==> config.mk <==
export PLATFORM = sky130hd
export DESIGN_NAME = number_string_parser
export DESIGN_NICKNAME = d
export VERILOG_FILES = /design/src/rtl/nsp_pkg.sv /design/src/rtl/nsp_csr.sv /design/src/rtl/nsp_step.sv /design/src/rtl/number_string_parser.sv
export SDC_FILE = /design/constraint.sdc
export NUM_CORES = 2
export LEC_CHECK = 0
export BUFFER_PORTS_ARGS = -buffer_cell sky130_fd_sc_hd__buf_2
export CORE_UTILIZATION = 35
export DETAILED_ROUTE_END_ITERATION = 12
export PLACE_DENSITY = 0.53
export SETUP_SLACK_MARGIN = 0.3
export SLEW_MARGIN = 0
export SYNTH_ARGS = -nofsm -noshare
export SYNTH_HDL_FRONTEND = slang
export SYNTH_SLANG_ARGS = --single-unit
==> constraint.sdc <==
create_clock -name clock -period 41.1 [get_ports clock]
set_clock_uncertainty 0.1 [all_clocks]
set_input_delay 2.055 -clock clock [delete_from_list [all_inputs] [get_ports clock]]
set_output_delay 2.055 -clock clock [all_outputs]
set_load 0.02 [all_outputs]
==> src/rtl/nsp_pkg.sv <==
// ----------------------------------------------------------------------------
// nsp_pkg
// Shared types, codes and helper functions of the number string parser.
// ----------------------------------------------------------------------------
`default_nettype none

package nsp_pkg;

   localparam int CHAR_W   = 8;
   localparam int VALUE_W  = 64;
   localparam int COUNT_W  = 16;
   localparam int BASE_W   = 5;
   localparam int MODE_W   = 2;
   localparam int DIGIT_W  = 5;
   localparam int ADDR_W   = 3;
   localparam int CSR_W    = 32;
   localparam int REQ_DATA_W = 8;
   localparam int RSP_DATA_W = 80;

   // Register index taken from the word address.
   localparam logic REG_BASE = 1'b0;
   localparam logic REG_MODE = 1'b1;

   localparam logic [MODE_W-1:0] MODE_UNSIGNED = 2'd0;
   localparam logic [MODE_W-1:0] MODE_SIGNED   = 2'd1;
   localparam logic [MODE_W-1:0] MODE_SUFFIX   = 2'd2;

   localparam logic [BASE_W-1:0] BASE_OCT = 5'd8;
   localparam logic [BASE_W-1:0] BASE_DEC = 5'd10;
   localparam logic [BASE_W-1:0] BASE_HEX = 5'd16;

   localparam logic [DIGIT_W-1:0] NOT_DIGIT = 5'd16;

   localparam logic [CHAR_W-1:0] CH_ZERO  = 8'h30;
   localparam logic [CHAR_W-1:0] CH_MINUS = 8'h2D;
   localparam logic [CHAR_W-1:0] CH_X     = 8'h78;
   localparam logic [CHAR_W-1:0] CH_G     = 8'h47;
   localparam logic [CHAR_W-1:0] CH_M     = 8'h4D;
   localparam logic [CHAR_W-1:0] CH_K_UP  = 8'h4B;
   localparam logic [CHAR_W-1:0] CH_K_LO  = 8'h6B;
   localparam logic [CHAR_W-1:0] CH_I     = 8'h69;
   localparam logic [CHAR_W-1:0] CH_B     = 8'h42;

   typedef enum logic [2:0] {
      PH_IDLE   = 3'd0,
      PH_LEAD   = 3'd1,
      PH_ZERO   = 3'd2,
      PH_ZEROX  = 3'd3,
      PH_DIGITS = 3'd4,
      PH_SUFK   = 3'd5,
      PH_SUFI   = 3'd6
   } phase_type;

   typedef struct packed {
      phase_type            phase;
      logic [VALUE_W-1:0]   acc;
      logic [BASE_W-1:0]    abase;
      logic [COUNT_W-1:0]   count;
      logic                 negative;
   } parse_state_type;

   typedef struct packed {
      logic [BASE_W-1:0] base;
      logic [MODE_W-1:0] mode;
   } cfg_type;

   function automatic logic [DIGIT_W-1:0] hex_value(input logic [CHAR_W-1:0] c);
      logic [DIGIT_W-1:0] v;
      v = NOT_DIGIT;
      if (c >= 8'h30 && c <= 8'h39) begin
         v = DIGIT_W'(c - 8'h30);
      end else if (c >= 8'h61 && c <= 8'h66) begin
         v = DIGIT_W'(c - 8'h57);
      end else if (c >= 8'h41 && c <= 8'h46) begin
         v = DIGIT_W'(c - 8'h37);
      end
      return v;
   endfunction

   function automatic logic [COUNT_W-1:0] count_add(input logic [COUNT_W-1:0] c,
                                                    input logic [1:0] n);
      logic [COUNT_W:0] s;
      s = {1'b0, c} + {{(COUNT_W-1){1'b0}}, n};
      return s[COUNT_W] ? {COUNT_W{1'b1}} : s[COUNT_W-1:0];
   endfunction

endpackage

`default_nettype wire

==> src/rtl/nsp_csr.sv <==
// ----------------------------------------------------------------------------
// nsp_csr
// Register file for base and parse mode, written and read over APB.
// ----------------------------------------------------------------------------
`default_nettype none

module nsp_csr
   import nsp_pkg::*;
(
   input  wire logic              clock,
   input  wire logic              reset,
   input  wire logic              psel,
   input  wire logic              penable,
   input  wire logic              pwrite,
   input  wire logic [ADDR_W-1:0] paddr,
   input  wire logic [CSR_W-1:0]  pwdata,
   output logic      [CSR_W-1:0]  prdata,
   output cfg_type                cfg
);

   logic [BASE_W-1:0] base_ff, base_in;
   logic [MODE_W-1:0] mode_ff, mode_in;
   logic              wr_en;

   // Only the word address matters; the byte offset is ignored.
   assign wr_en = psel & penable & pwrite;

   always_comb begin
      base_in = base_ff;
      mode_in = mode_ff;
      if (wr_en) begin
         case (paddr[2])
            REG_BASE: base_in = pwdata[BASE_W-1:0];
            REG_MODE: mode_in = pwdata[MODE_W-1:0];
            default:  base_in = base_ff;
         endcase
      end
   end

   always_ff @(posedge clock) begin
      if (reset) begin
         base_ff <= '0;
         mode_ff <= MODE_UNSIGNED;
      end else begin
         base_ff <= base_in;
         mode_ff <= mode_in;
      end
   end

   always_comb begin
      case (paddr[2])
         REG_BASE: prdata = {{(CSR_W-BASE_W){1'b0}}, base_ff};
         REG_MODE: prdata = {{(CSR_W-MODE_W){1'b0}}, mode_ff};
         default:  prdata = '0;
      endcase
   end

   assign cfg.base = base_ff;
   assign cfg.mode = mode_ff;

endmodule

`default_nettype wire

==> src/rtl/nsp_step.sv <==
// ----------------------------------------------------------------------------
// nsp_step
// Next-state logic of the parser: one character against the current state.
// ----------------------------------------------------------------------------
`default_nettype none

module nsp_step
   import nsp_pkg::*;
(
   input  wire parse_state_type     cur,
   input  wire logic [CHAR_W-1:0]   ch,
   input  wire logic                start,
   input  wire cfg_type             cfg,
   output parse_state_type          nxt,
   output logic                     fire,
   output logic [VALUE_W-1:0]       value,
   output logic [COUNT_W-1:0]       consumed
);

   logic [DIGIT_W-1:0] hv;
   phase_type          ph;
   logic [VALUE_W-1:0] acc;
   logic [VALUE_W-1:0] prod;
   logic [BASE_W-1:0]  ab;
   logic [COUNT_W-1:0] cnt;
   logic               neg;
   logic               do_lead;
   logic               do_digit;
   logic               suffix_mode;

   assign hv          = hex_value(ch);
   assign suffix_mode = (cfg.mode == MODE_SUFFIX);

   always_comb begin
      ph       = cur.phase;
      acc      = cur.acc;
      ab       = cur.abase;
      cnt      = cur.count;
      neg      = cur.negative;
      do_lead  = 1'b0;
      do_digit = 1'b0;
      fire     = 1'b0;
      prod     = '0;

      if (start) begin
         acc = '0;
         cnt = '0;
         neg = 1'b0;
         ab  = '0;
         ph  = PH_LEAD;
         if (cfg.mode == MODE_SIGNED && ch == CH_MINUS) begin
            neg = 1'b1;
            cnt = count_add(cnt, 2'd1);
         end else begin
            do_lead = 1'b1;
         end
      end else begin
         case (cur.phase)
            PH_LEAD: do_lead = 1'b1;
            PH_ZERO: begin
               if (ch == CH_X) begin
                  ph = PH_ZEROX;
               end else begin
                  ab       = (cfg.base != '0) ? cfg.base : BASE_OCT;
                  do_digit = 1'b1;
               end
            end
            PH_ZEROX: begin
               if (hv < NOT_DIGIT) begin
                  ab       = BASE_HEX;
                  cnt      = count_add(cnt, 2'd1);
                  do_digit = 1'b1;
               end else begin
                  fire = 1'b1;
               end
            end
            PH_DIGITS: do_digit = 1'b1;
            PH_SUFK: begin
               if (ch == CH_I) begin
                  ph = PH_SUFI;
               end else begin
                  fire = 1'b1;
               end
            end
            PH_SUFI: begin
               cnt  = count_add(cnt, (ch == CH_B) ? 2'd3 : 2'd2);
               fire = 1'b1;
            end
            default: ph = PH_IDLE;
         endcase
      end

      if (do_lead) begin
         if (ch == CH_ZERO) begin
            cnt = count_add(cnt, 2'd1);
            ph  = PH_ZERO;
         end else begin
            ab       = (cfg.base != '0) ? cfg.base : BASE_DEC;
            do_digit = 1'b1;
         end
      end

      // The base is at most five bits wide, so the multiply is a sum of
      // up to five shifted copies of the accumulator.
      for (int i = 0; i < BASE_W; i++) begin
         if (ab[i]) begin
            prod = prod + (acc << i);
         end
      end

      if (do_digit) begin
         if (hv < ab) begin
            acc = prod + {{(VALUE_W-DIGIT_W){1'b0}}, hv};
            cnt = count_add(cnt, 2'd1);
            ph  = PH_DIGITS;
         end else if (suffix_mode && ch == CH_G) begin
            acc = acc << 30;
            ph  = PH_SUFK;
         end else if (suffix_mode && ch == CH_M) begin
            acc = acc << 20;
            ph  = PH_SUFK;
         end else if (suffix_mode && (ch == CH_K_UP || ch == CH_K_LO)) begin
            acc = acc << 10;
            ph  = PH_SUFK;
         end else begin
            fire = 1'b1;
         end
      end

      if (fire) begin
         ph = PH_IDLE;
      end

      nxt.phase    = ph;
      nxt.acc      = acc;
      nxt.abase    = ab;
      nxt.count    = cnt;
      nxt.negative = neg;
   end

   always_comb begin
      if (cfg.mode == MODE_SIGNED && neg) begin
         value = '0 - acc;
      end else if (suffix_mode) begin
         value = {{(VALUE_W-32){acc[31]}}, acc[31:0]};
      end else begin
         value = acc;
      end
   end

   assign consumed = cnt;

endmodule

`default_nettype wire

==> src/rtl/number_string_parser.sv <==
// ----------------------------------------------------------------------------
// number_string_parser
// Character-stream integer parser with base detection and size suffixes.
// ----------------------------------------------------------------------------
// Usage:
//   Characters enter on the req_ stream, one per request; req_tuser marks
//   the first character of a string. At most one result per string leaves on the
//   rsp_ stream when the parse ends: the value in the low 64 bits of
//   rsp_tdata and the count of consumed characters above it.
//   Base and parse mode are set over the csr_ APB port; the user sets them only
//   while no string is in flight, which the block does not enforce; pready is tied high.
//   An accepted request is held in the input register, and the parse step
//   then writes the result register from it, which drives rsp_tvalid. A
//   request can be accepted every cycle while the receiver does not stall;
//   the rate is set by the combinational multiply-add of the accumulator by
//   the base.
//   When the receiver stalls, the result register holds, the input register
//   fills, and req_tready drops until the result is taken.
//   Reset clears the parser to idle, empties both registers and sets base
//   and mode to zero.
// ----------------------------------------------------------------------------
`default_nettype none

module number_string_parser
   import nsp_pkg::*;
(
   input  wire logic                  clock,
   input  wire logic                  reset,
   input  wire logic                  req_tvalid,
   output logic                       req_tready,
   input  wire logic [REQ_DATA_W-1:0] req_tdata,   // [7:0] ch
   input  wire logic                  req_tuser,   // [0] start_req
   output logic                       rsp_tvalid,
   input  wire logic                  rsp_tready,
   output logic [RSP_DATA_W-1:0]      rsp_tdata,   // [63:0] value, [79:64] consumed
   input  wire logic                  csr_psel,
   input  wire logic                  csr_penable,
   input  wire logic                  csr_pwrite,
   input  wire logic [ADDR_W-1:0]     csr_paddr,
   input  wire logic [CSR_W-1:0]      csr_pwdata,
   output logic      [CSR_W-1:0]      csr_prdata,
   output logic                       csr_pready
);

   cfg_type            cfg;
   parse_state_type    state_ff, state_in;
   parse_state_type    step_nxt;
   logic               step_fire;
   logic [VALUE_W-1:0] step_value;
   logic [COUNT_W-1:0] step_consumed;

   logic               in_valid_ff, in_valid_in;
   logic [CHAR_W-1:0]  in_ch_ff, in_ch_in;
   logic               in_start_ff, in_start_in;

   logic               out_valid_ff, out_valid_in;
   logic [VALUE_W-1:0] out_value_ff, out_value_in;
   logic [COUNT_W-1:0] out_count_ff, out_count_in;

   logic               advance;
   logic               step_go;

   nsp_csr u_csr (
      .clock   (clock),
      .reset   (reset),
      .psel    (csr_psel),
      .penable (csr_penable),
      .pwrite  (csr_pwrite),
      .paddr   (csr_paddr),
      .pwdata  (csr_pwdata),
      .prdata  (csr_prdata),
      .cfg     (cfg)
   );

   assign csr_pready = 1'b1;

   nsp_step u_step (
      .cur      (state_ff),
      .ch       (in_ch_ff),
      .start    (in_start_ff),
      .cfg      (cfg),
      .nxt      (step_nxt),
      .fire     (step_fire),
      .value    (step_value),
      .consumed (step_consumed)
   );

   // The step may run whenever the result register is free or being emptied.
   assign advance    = ~out_valid_ff | rsp_tready;
   assign step_go    = in_valid_ff & advance;
   assign req_tready = ~in_valid_ff | advance;

   always_comb begin
      in_valid_in = in_valid_ff;
      in_ch_in    = in_ch_ff;
      in_start_in = in_start_ff;
      if (req_tready) begin
         in_valid_in = req_tvalid;
         in_ch_in    = req_tdata[CHAR_W-1:0];
         in_start_in = req_tuser;
      end

      state_in = step_go ? step_nxt : state_ff;

      out_valid_in = out_valid_ff;
      out_value_in = out_value_ff;
      out_count_in = out_count_ff;
      if (advance) begin
         out_valid_in = step_go & step_fire;
         out_value_in = step_value;
         out_count_in = step_consumed;
      end
   end

   always_ff @(posedge clock) begin
      if (reset) begin
         in_valid_ff        <= 1'b0;
         out_valid_ff       <= 1'b0;
         state_ff.phase     <= PH_IDLE;
         state_ff.acc       <= '0;
         state_ff.abase     <= '0;
         state_ff.count     <= '0;
         state_ff.negative  <= 1'b0;
      end else begin
         in_valid_ff  <= in_valid_in;
         out_valid_ff <= out_valid_in;
         state_ff     <= state_in;
      end
   end

   always_ff @(posedge clock) begin
      in_ch_ff     <= in_ch_in;
      in_start_ff  <= in_start_in;
      out_value_ff <= out_value_in;
      out_count_ff <= out_count_in;
   end

   assign rsp_tvalid = out_valid_ff;
   assign rsp_tdata  = {out_count_ff, out_value_ff};

endmodule

`default_nettype wire

After elaboration in Yosys (flattened, before gate mapping). Cells that the tools add are included.

Flip-flop bits (word level): 187. Output and inout bits: 115. Logic and storage cells: 143. Input bits: 51.

Multiplexer cells: 70. Bitwise operators: 9. Order comparisons: 8. Add/subtract/negate cells: 13. Eq/ne operators: 17. Reductions and logical operators: 13.

Operators with widths (count): 64-bit two-way mux (13); 64-bit adder (4); 16-bit two-way mux (10); 64-bit by 5-bit adder with 64-bit output (1); 32-bit case mux with 2 select lines (1); 1-bit by 64-bit subtractor with 64-bit output (first input constant) (1); 8-bit by 7-bit == test with 1-bit output (second input constant) (7); 16-bit by 1-bit adder with 17-bit output (second input constant) (3); 5-bit two-way mux (10); 3-bit two-way mux (11); 16-bit case mux with 2 select lines (1); 1-bit two-way mux (20); 16-bit by 2-bit adder with 17-bit output (1); 8-bit by 6-bit == test with 1-bit output (second input constant) (2); 8-bit by 7-bit greater-or-equal comparator with 1-bit output (second input constant) (2); 8-bit by 7-bit <= comparator with 1-bit output (second input constant) (2); 5-bit subtractor (second input constant) (3); 5-bit case mux with 2 select lines (1); 3-bit == test (second input constant) (3); 3-bit case mux with 3 select lines (1); 8-bit by 6-bit greater-or-equal comparator with 1-bit output (second input constant) (1); 8-bit by 6-bit <= comparator with 1-bit output (second input constant) (1); 1-bit logical AND (8); 3-bit by 2-bit == test with 1-bit output (second input constant) (2); 13 further kinds (21).

Depth between registers and ports, before layout.
Depth after elaboration: 25. Gate-level depth with buffers: 72. Depth with buffers taken out: 65.

Modules after synthesis. From an unflattened synthesis, not the netlist that was laid out.

Cells, all modules: 5578. Area, all modules: 38041.5 µm².

By module, submodules not included: nsp_step (seq. area each 0.0 µm², instances 1, area an instance 31258.7 µm², cells an instance 5010); number_string_parser (seq. area each 4494.3 µm², instances 1, area an instance 6207.2 µm², cells an instance 505); nsp_csr (seq. area each 140.1 µm², instances 1, area an instance 575.6 µm², cells an instance 63).

Worst setup path before layout. OpenSTA, ideal clock, no wires.

Kind: register to register. Start: reg in_ch_ff[4]. End: reg out_value_ff[63] (data pin). Required time: 40.741 ns. Cell stages (with the launch flop): 67. Path slack: 25.942 ns. Setup time: 0.259 ns. Period minus slack after synthesis: 15.158 ns. Data arrival time: 14.799 ns. Path buffers: 7. Cell sequence: edfxtp_1 or3b_1 buf_2 o41a_1 o21ai_4 a21oi_2 nor2_1 buf_2 clkbuf_1 clkbuf_1 buf_1 nor2_1 ha_1 clkbuf_1 a21oi_1 nor2b_1 nand3_1 nor2_1 [... 31 more ...] a211o_1 o41ai_1 nand2_1 o21bai_1 mux2_2 o221ai_1 nand2_1 o2bb2ai_1 a21oi_1 nand2_1 clkbuf_1 o41ai_1 a31o_2 and4b_1 and4_1 and3_1 a31oi_1 o31a_1.

Word-level cells in the longest chain between the ends: 25. Elaborated cells on any way between the ends: 64. Classes of those cells: 9 x add/sub; 8 x order compare; 7 x eq/ne; 31 x mux; 9 x reduce/logical.

RTL lines: start: declaration (line number_string_parser.sv:53) `logic [CHAR_W-1:0] in_ch_ff, in_ch_in;`; start signal: assignment (line number_string_parser.sv:132) `in_ch_ff <= in_ch_in;`; 8-bit by 7-bit greater-or-equal comparator with 1-bit output or 8-bit by 7-bit <= comparator with 1-bit output (tied branches) (line nsp_pkg.sv:74) `end else if (c >= 8'h41 && c <= 8'h46) begin`; 1-bit logical AND (line nsp_pkg.sv:74); 5-bit two-way mux (line nsp_pkg.sv:74); 5-bit two-way mux (line nsp_pkg.sv:72) `end else if (c >= 8'h61 && c <= 8'h66) begin`; 5-bit two-way mux (line nsp_pkg.sv:70) `if (c >= 8'h30 && c <= 8'h39) begin`; 5-bit < comparator (line nsp_step.sv:69) `if (hv < NOT_DIGIT) begin`; 5-bit two-way mux (line nsp_step.sv:69); 5-bit case mux with 2 select lines (line nsp_step.sv:58) `case (cur.phase)`; [... 10 more ...]; 64-bit adder (line nsp_step.sv:107) `prod = prod + (acc << i);`; 64-bit two-way mux (line nsp_step.sv:106) `if (ab[i]) begin`; 64-bit by 5-bit adder with 64-bit output (line nsp_step.sv:113) `acc = prod + {{(VALUE_W-DIGIT_W){1'b0}}, hv};`; 64-bit two-way mux (line nsp_step.sv:112) `if (hv < ab) begin`; 64-bit two-way mux (line nsp_step.sv:111) `if (do_digit) begin`; 1-bit by 64-bit subtractor with 64-bit output or 64-bit two-way mux (tied branches) (line nsp_step.sv:143, nsp_step.sv:144); 64-bit two-way mux * (line nsp_step.sv:142) `if (cfg.mode == MODE_SIGNED && neg) begin`; named net step_value[63] (line number_string_parser.sv:49) `logic [VALUE_W-1:0] step_value;`; end signal: assignment (line number_string_parser.sv:134) `out_value_ff <= out_value_in;`; end: declaration (line number_string_parser.sv:57) `logic [VALUE_W-1:0] out_value_ff, out_value_in;`.

The timed path passes the listed nets; every way through them passes the cells marked *. A chain may end at the register's enable or synchronous reset.

Worst setup path in the final report. Ends and elaborated chain as after synthesis.

==> out/metrics.yaml <==
status:
  status: "completed"
setup_path:
  slowest_delay_ps: 1090
  cp-start-kind: "flip-flop"
  critPathKind: "reg -> reg"
  cp_data_required_time_ps: 41210
  cp.arrival_ps: 20270
  crit_path_frequent_cell: "nor2_1"
  worstSetupEndpointType: "flip-flop"
  critPathMaxFanout: 16
  critPathSlowestCell: "o41ai_1"
route:
  routed_wl_mm: 187
  drt_iter0_markers: 5819
  drc_errors: 0
  num_vias: 44543
  ant_nets: 0
  detailedRoute.firstPassIterationCount: 6
  wire_per_inst_um: 27.6
  viasPerCell: 6.57
yosys:
  synth_edf_count: 89
  synthTopCellsByCount: "638 x nand2_1, 572 x nor2_1, 482 x a21oi_1"
  synth_flop_cell: "dfxtp_1"
  yosys_register_bits: 187
  async_flop_share_pct: 0
  yosys-top-cells-area: "ha_1 8.4%, edfxtp_1 7.2%, a21oi_1 6.5%"
  yosysWarnings: 0
  synth_cell_type_count: 119
  synth_cells: 5468
  synth-seq-area-share_pct: 12.5
  synth.avg_cell_area_um2: 6.79
  synth.most_common_cell: "nand2_1"
  syn_area_mm2: 0.0371
  synth_top_area_cell: "ha_1"
  yosysTopAreaCellShare_pct: 8.40
cts:
  cts_tree: "built"
  clk_pin_slew_ps: 80
  post_cts_buffers: 0
  cts.sinks: 187
  cts_buffers: 17
  clock_path_buffers: 2
  cts_resized: 0
  clock_latency_ps: 470
  hold_buffers: 0
  cts-root-buf: "clkbuf_16"
  htreeDepth: 4
placed_design:
  post-dp-hpwl_mm: 145
  dp_slack_ps: 21970
  io_buffers: 108
  dp_cells: 6747
  globalplace.congestion: 1.04
final_layout:
  fin_nets: 5680
  fill_cells: 11408
  syn2layout_area_growth_pct: 6.75
  final-seq-area_mm2: 0.00463
  multi_input_area_mm2: 0.0305
  drive_above_1_share_pct: 7.96
  fin_cells: 6780
die:
  initial_core_util_pct: 35.3
  core-area_mm2: 0.105
  dieArea_mm2: 0.107
  fp.dieH_um: 328
  ios: 166
  die_w_um: 328
  rows: 119
pwr:
  p_clk_share_pct: 22.5
  power_density_mw_per_mm2: 19.2
  leakage_nw: 16.1
  p_int_mw: 0.404
  switching_power_mw: 0.358
  pwr-share-seq_pct: 29.0
  irDropWorstVdd_v: 0.0000419
  power_frac_comb_pct: 48.6
  p_total_mw: 0.762
  netSwitchingFraction_pct: 47.0
timing:
  rsz0062_at_grt: "no"
  setup_ws_ps: 20930
  maxSlewHeadroom_pct: 11.8
  tns_ps: 0
  hold_violations: 0
  clock.fmax_mhz: 49.6
  fin_crit_sh_pct: 49.1
  tightest_slew_ps: 1290
  drv_slew: 0
  finalSetupViolCount: 0
  period_minus_slack_ps: 20170
global_route:
  grt_overflow: 0
  grt_max_degree: 67
  antenna_found_initial: 0
  grt_pass1_wl_mm: 269
  grt_pass1_vias: 39633
  groute.usage.overall_pct: 33.2
worst_hold_path:
  min_path_type: "reg -> reg"
job:
  maxCapViolCount: 0
-- worst max-delay path: cells and delay by family, from the launching register on --
kind                       cells  cell delay, ps
and+or+nand+nor               22            5750
muxes                          1             270
DFF                            1             510
adders and majority gates      4            2100
xor gates and xnor gates       4             980
buffers and inverters          2             460
AOI/OAI and AO/OA             25            9670
-- layout by cell type (no fill, tap or decap), drive strengths merged, types with 57 or more instances in the layout --
master  count
o211ai    114
a211oi    149
o22ai      68
nand4      83
nand3     147
buf       227
o21ai     375
o21a       63
a31oi      83
nor2      573
nor3      154
ha        249
xnor2     197
nor4       58
a21o      128
or3        62
and2       67
nand2b     57
dfxtp      98
a21oi     485
xor2      105
edfxtp     89
nand2     640
inv       180
-- final timing paths --
path	startpoint	end	slack, ps	cells past startpoint
max	in_ch_ff[4]$_DFFE_PP_	out_value_ff[63]$_DFFE_PN_	20930	58
min	state_ff[70]$_SDFFE_PP0P_	state_ff[70]$_SDFFE_PP0P_	350	2
max reg2reg	in_ch_ff[4]$_DFFE_PP_	out_value_ff[63]$_DFFE_PN_	20930	58
min reg2reg	state_ff[70]$_SDFFE_PP0P_	state_ff[70]$_SDFFE_PP0P_	350	2
-- cell families after synthesis --
group                    synth area share, %
AO/OA/AOI/OAI                           35.7
XOR/XNOR                                7.19
adder cells (fa/ha/maj)                 8.67
buffers and inverters                   5.94
flip-flops                              12.5
multiplexers                            2.35
other                                 0.0202
AND/OR/NAND/NOR                         27.6
-- power by group through the flow --
stage	Clock [mW]	Combinational [mW]	Sequential, mW
finish	0.171	0.370	0.221
global route	0.179	0.389	0.222
CTS	0.173	0.356	0.221
detailed placement	0	0.355	0.225
global placement	0	0.353	0.225
floorplan	0	0.222	0.232
-- routing by layer --
metal / global-route usage, % / up-vias / part of all wire, %
met4: 14.7 / 0 / 4.8
li1: - / 20287 / -
met5: 0 / - / 0
met2: 49.2 / 2508 / 41
met3: 5.42 / 379 / 10
met1: 46.8 / 21369 / 44
-- flip-flops by register name, indices dropped and copies added, names as in the netlist --
signal         cells
u_csr.mode_ff      2
in_ch_ff           8
state_ff          89
u_csr.base_ff      5
in_valid_ff        1
rsp_tvalid         1
out_count_ff      16
out_value_ff      64
in_start_ff        1
-- final cells by class --
cell class              instances  area share (%)
multi-input cells            4762            77.1
flip-flops and latches        187            11.7
well taps                    1391            4.39
repair buffers                227            3.63
inverters                     180            1.72
clock buffers                  17            1.07
clock inverters                15           0.389
diodes                          1         0.00632
-- metrics by stage --
step | cell area (um^2) | utilization (%) | hold WS (ps)
floorplan | 37200 | - | 332
global placement | 39000 | 37.1 | 338
finish | 39600 | 37.7 | 353
CTS | 39600 | 37.7 | 354
global route | 39600 | 37.7 | 379
detailed placement | 39000 | 37.1 | 342
Note: power is estimated with default switching activity, not from simulation.
